--- config.mk ---
export PLATFORM = sky130hd
export DESIGN_NAME = hbdc_mac
export DESIGN_NICKNAME = d
export VERILOG_FILES = /design/src/rtl/hbdc_pkg.sv /design/src/rtl/hbdc_mac.sv
export SDC_FILE = /design/constraint.sdc
export NUM_CORES = 2
export LEC_CHECK = 0
export ABC_AREA = 1
export BUFFER_PORTS_ARGS = -buffer_cell sky130_fd_sc_hd__buf_2
export CORE_ASPECT_RATIO = 0.75
export CORE_MARGIN = 2
export CORE_UTILIZATION = 43
export CTS_BUF_LIST = sky130_fd_sc_hd__clkbuf_2 sky130_fd_sc_hd__clkbuf_4 sky130_fd_sc_hd__clkbuf_8
export CTS_CLUSTER_SIZE = 25
export DETAILED_ROUTE_END_ITERATION = 10
export SLEW_MARGIN = 20
export SYNTH_ARGS = -nofsm -noshare
export SYNTH_HDL_FRONTEND = slang
export SYNTH_SLANG_ARGS = --single-unit
export TNS_END_PERCENT = 1
--- constraint.sdc ---
create_clock -name clk_i -period 14.1 [get_ports clk_i]
set_clock_uncertainty 0.2 [all_clocks]
set_input_delay 2.82 -clock clk_i [delete_from_list [all_inputs] [get_ports clk_i]]
set_output_delay 2.82 -clock clk_i [all_outputs]
set_load 0.02 [all_outputs]
--- src/rtl/hbdc_pkg.sv ---
// Package for the half-band decimator cascade: coefficient tables, FSM type.
// No dependencies.
`default_nettype none
package hbdc_pkg;

  localparam int TableFrac = 17;
  localparam int TableW    = 18;

  typedef enum logic [2:0] {
    ST_IDLE,
    ST_WRITE,
    ST_RD_A,
    ST_RD_B,
    ST_MAC,
    ST_FINISH,
    ST_OUT
  } state_e;

  typedef enum logic [0:0] {
    REG_FILTER_SELECT = 1'b0,
    REG_STAGE_COUNT   = 1'b1
  } reg_idx_e;

  // Q1.17 table entry, outermost pair first.
  function automatic logic signed [TableW-1:0] coef_lookup(input logic [1:0] sel,
                                                           input logic [4:0] k);
    logic signed [TableW-1:0] c;
    c = '0;
    case (sel)
      2'd0: begin
        case (k)
          5'd0: c = 18'sd292;    5'd1: c = -18'sd513;   5'd2: c = 18'sd816;
          5'd3: c = -18'sd1223;  5'd4: c = 18'sd1766;   5'd5: c = -18'sd2500;
          5'd6: c = 18'sd3527;   5'd7: c = -18'sd5064;  5'd8: c = 18'sd7686;
          5'd9: c = -18'sd13504; 5'd10: c = 18'sd41586;
          default: c = '0;
        endcase
      end
      2'd1: begin
        case (k)
          5'd0: c = -18'sd1774;  5'd1: c = 18'sd2875;   5'd2: c = -18'sd4520;
          5'd3: c = 18'sd7276;   5'd4: c = -18'sd13250; 5'd5: c = 18'sd41500;
          default: c = '0;
        endcase
      end
      2'd2: begin
        case (k)
          5'd0: c = 18'sd11;     5'd1: c = -18'sd25;    5'd2: c = 18'sd46;
          5'd3: c = -18'sd76;    5'd4: c = 18'sd120;    5'd5: c = -18'sd179;
          5'd6: c = 18'sd257;    5'd7: c = -18'sd359;   5'd8: c = 18'sd489;
          5'd9: c = -18'sd653;   5'd10: c = 18'sd858;   5'd11: c = -18'sd1114;
          5'd12: c = 18'sd1433;  5'd13: c = -18'sd1837; 5'd14: c = 18'sd2356;
          5'd15: c = -18'sd3045; 5'd16: c = 18'sd4005;  5'd17: c = -18'sd5457;
          5'd18: c = 18'sd7979;  5'd19: c = -18'sd13685; 5'd20: c = 18'sd41647;
          default: c = '0;
        endcase
      end
      default: begin
        case (k)
          5'd0: c = 18'sd748;    5'd1: c = -18'sd694;   5'd2: c = 18'sd1006;
          5'd3: c = -18'sd1421;  5'd4: c = 18'sd1958;   5'd5: c = -18'sd2684;
          5'd6: c = 18'sd3687;   5'd7: c = -18'sd5201;  5'd8: c = 18'sd7786;
          5'd9: c = -18'sd13569; 5'd10: c = 18'sd41606;
          default: c = '0;
        endcase
      end
    endcase
    return c;
  endfunction

  function automatic logic [4:0] coef_len(input logic [1:0] sel);
    logic [4:0] n;
    case (sel)
      2'd0:    n = 5'd11;
      2'd1:    n = 5'd6;
      2'd2:    n = 5'd21;
      default: n = 5'd11;
    endcase
    return n;
  endfunction

endpackage
`default_nettype wire

--- src/rtl/hbdc_mac.sv ---
// Shared pre-add / multiply / accumulate unit with round and saturate.
// Depends on hbdc_pkg.
`default_nettype none
module hbdc_mac #(
  parameter int SampleWidth = 24,
  parameter int CoefWidth   = 18,
  parameter int AccWidth    = 48
) (
  input  wire logic                          clk_i,
  input  wire logic                          clear_i,
  input  wire logic                          mac_i,
  input  wire logic                          center_i,
  input  wire logic signed [SampleWidth-1:0] a_i,
  input  wire logic signed [SampleWidth-1:0] b_i,
  input  wire logic signed [CoefWidth-1:0]   coef_i,
  output logic signed [SampleWidth-1:0]      result_o
);
  import hbdc_pkg::*;

  localparam int F = CoefWidth - 1;

  logic signed [AccWidth-1:0] acc_q, acc_d;
  logic signed [SampleWidth:0] pair;
  logic signed [SampleWidth+CoefWidth:0] prod_n;
  logic signed [AccWidth-1:0] prod;
  logic signed [AccWidth-1:0] rnd;
  logic signed [AccWidth-1:0] shifted;
  logic signed [AccWidth-1:0] hi_lim, lo_lim;

  assign pair   = (SampleWidth+1)'(a_i) + (SampleWidth+1)'(b_i);
  // Pair sum times coefficient at its natural width, then sign-extended.
  assign prod_n = pair * coef_i;
  assign prod   = AccWidth'(prod_n);

  always_comb begin
    acc_d = acc_q;
    if (clear_i) begin
      acc_d = AccWidth'(1) <<< (F - 1);
    end else if (center_i) begin
      acc_d = acc_q + (AccWidth'(a_i) <<< (F - 1));
    end else if (mac_i) begin
      acc_d = acc_q + prod;
    end
  end

  always_ff @(posedge clk_i) begin
    acc_q <= acc_d;
  end

  // Result includes the term being added this cycle (center tap).
  assign rnd     = acc_d;
  assign shifted = rnd >>> F;
  assign hi_lim  = (AccWidth'(1) <<< (SampleWidth - 1)) - AccWidth'(1);
  assign lo_lim  = -(AccWidth'(1) <<< (SampleWidth - 1));

  always_comb begin
    if (shifted > hi_lim) begin
      result_o = hi_lim[SampleWidth-1:0];
    end else if (shifted < lo_lim) begin
      result_o = lo_lim[SampleWidth-1:0];
    end else begin
      result_o = shifted[SampleWidth-1:0];
    end
  end
endmodule
`default_nettype wire

==> impl_metrics.env <==
export IMPL_wl_per_cell_um=18.7
export IMPL_drt_iter0_drc=1897
export IMPL_grt_ovfl_total=0
export IMPL_rows=75
export IMPL_clockBufferDepth=2
export IMPL_async_flop_share=0
export IMPL_clock_fmax_ghz=0.0720
export IMPL_viasPerCell=5.01
export IMPL_critPathLaunchType="primary input"
export IMPL_ctsRootBufferMaster="clkbuf_8"
export IMPL_hold_viol=0
export IMPL_crit_required_ps=11080
export IMPL_synth_fp_nets=4072
export IMPL_start_util=0.436
export IMPL_syn_inst=3301
export IMPL_drive_above_1_share=0.172
export IMPL_synth_seq_cells=48
export IMPL_area_growth_pct=18.8
export IMPL_clock_sinks=48
export IMPL_core_area_um2=55900
export IMPL_min_path_cells=2
export IMPL_status="finished clean"
export IMPL_dp_hpwl_um=70300
export IMPL_rr_endpoint="acc_q[35]"
export IMPL_layout_common_cells="inv_1 (848), nand2_1 (732), fa_1 (498)"
export IMPL_max_slew_margin_rel=0.521
export IMPL_synth_simple_area_share=0.209
export IMPL_cts_buffers=5
export IMPL_r2r_start="acc_q[16]"
export IMPL_setup_viol=0
export IMPL_yosysWarnings=0
export IMPL_grt_pass1_wl_um=124000
export IMPL_placed_cells=4297
export IMPL_clk_pin_slew_ps=110
export IMPL_fin_area_um2=28900
export IMPL_cp_end_kind="output port"
export IMPL_synth_compound_area_frac=0.0656
export IMPL_dr_pass1_iters=5
export IMPL_synth_xor_area_frac=0.0186
export IMPL_finalCritPeriodShare=0.984
export IMPL_die_h_um=210
export IMPL_reg2regPathDepth=20
export IMPL_avgSynthCellArea_um2=7.38
export IMPL_critPathSlowestCell="fa_1"
export IMPL_vias=21700
export IMPL_grt_pass1_vias=21100
export IMPL_synth_flop_cell="dfxtp_1"
export IMPL_cp_max_fo=9
export IMPL_cts_max_level=2
export IMPL_tightest_slew_ps=711
export IMPL_hp_class="reg2reg"
export IMPL_slowest_delay_ps=550
export IMPL_synth_edf_count=0
export IMPL_antenna_found_initial=0
export IMPL_netlist_area_um2=24400
export IMPL_critical_path_class="in2out"
export IMPL_r2r_slack_ps=8700
export IMPL_synthDistinctLibCells=53
export IMPL_pin_count=94
export IMPL_die_w_um=279
export IMPL_clk_insertion_delay_late_ps=360
export IMPL_synthAdderAreaFrac=0.517
export IMPL_rsz0062_at_grt="true"
export IMPL_cap_violations=0
export IMPL_synth_mux_area_frac=0
export IMPL_placed_area_um2=27400
export IMPL_hold_buffers=0
export IMPL_cts_tree="done"
export IMPL_grt_max_degree=44
export IMPL_min_period_ps=13880
export IMPL_final_cells=4322
export IMPL_layout_commonest_cell="inv_1"
export IMPL_ys_seq_area_frac=0.0394
export IMPL_timing_critical_path_arrival_ps=10860
export IMPL_fin_hold_ws_ps=311
export IMPL_final_antenna_net_count=0
export IMPL_die_area_um2=58600
export IMPL_drc=0
export IMPL_fin_util=0.517
export IMPL_layout_nets=4361
export IMPL_slew_violations=0
export IMPL_drt_wl_total_um=80800
export IMPL_port_buffers=93
export IMPL_synth_top_family_by_area="adder cells"
export IMPL_place_congestion=0.999
export IMPL_gr_usage_all_layers=0.278
export IMPL_antenna_cells=0
[cells in the mapped netlist, drive strengths merged, types with 8 or more instances]
cell type | n | area [µm²]
a21oi | 146 | 742
buf | 15 | 100
clkbuf | 67 | 253
clkinv | 8 | 30.0
dfxtp | 48 | 961
fa | 509 | 10200
ha | 192 | 2400
inv | 873 | 3280
nand2 | 786 | 2980
nand3 | 88 | 465
nand4 | 24 | 150
nor2 | 317 | 1240
nor3 | 15 | 85.1
o211ai | 14 | 105
o21ai | 70 | 354
o21bai | 26 | 199
or2 | 16 | 100
xnor2 | 27 | 236
xor2 | 23 | 216
[per-layer routing]
layer	vias up	share of wire	track usage	wire length, µm
met3	85	0.094	0.0534	7580
met1	10400	0.45	0.412	36400
met5	-	0.0011	0.0116	92
li1	10200	-	-	-
met2	897	0.43	0.425	35000
met4	2	0.021	0.0515	1680
[stage by stage]
| step | TNS, ps | setup WS, ps |
|---|---|---|
| after global placement | -1220 | -56.6 |
| after floorplan | 0 | 372 |
| after CTS | 0 | 0.584 |
| after detailed placement | -3310 | -163 |
| final | 0 | 220 |
| after global routing | -1320 | -80.2 |
[layout make-up]
class / count / area, µm²
inverter: 881 / 3320
fill: 5499 / 27000
clock buffer: 6 / 82.6
tap: 731 / 915
multi-input combinational: 2292 / 20900
clock inverter: 2 / 13.8
sequential: 48 / 961
timing repair buffer: 362 / 2720
[worst max path at each step]
| stage | start | to | slack, ps | cells after the start |
|---|---|---|---|---|
| 6_report | a_i[0] | result_o[17] | 220 | 43 |
| 5_1_grt | b_i[0] | result_o[17] | -80 | 42 |
| 4_1_cts | b_i[0] | result_o[17] | 0.6 | 45 |
| 3_5_place_dp | b_i[0] | result_o[17] | -160 | 43 |
| 3_3_place_gp | b_i[0] | result_o[2] | -60 | 43 |
| 2_1_floorplan | a_i[0] | result_o[10] | 370 | 43 |
[worst max-delay path, delay by kind of cell]
family | cells | cell delay (ps)
AOI/OAI and AO/OA | 3 | 460
adders and majority gates | 10 | 4040
buffers and inverters | 11 | 1040
and+or+nand+nor | 19 | 2450
[logic make-up (layout without fill, tap and decap cells)]
group           after synthesis  in the layout
fa+ha+maj                   701            701
simple gates               1258           1260
buf+inv                     963           1251
flops                        48             48
xor+xnor                     50             50
compound gates              281            281
[repair_timing]
action,CTS,global route
pin swaps,1,65
gates resized for setup,11,259
endpoints found under the setup margin,23,24
setup buffers,0,14
cloned,0,3
Power is left out: the tool's default activity adds up to more than one toggle a clock period on the data nets, which glitch-free logic cannot reach.
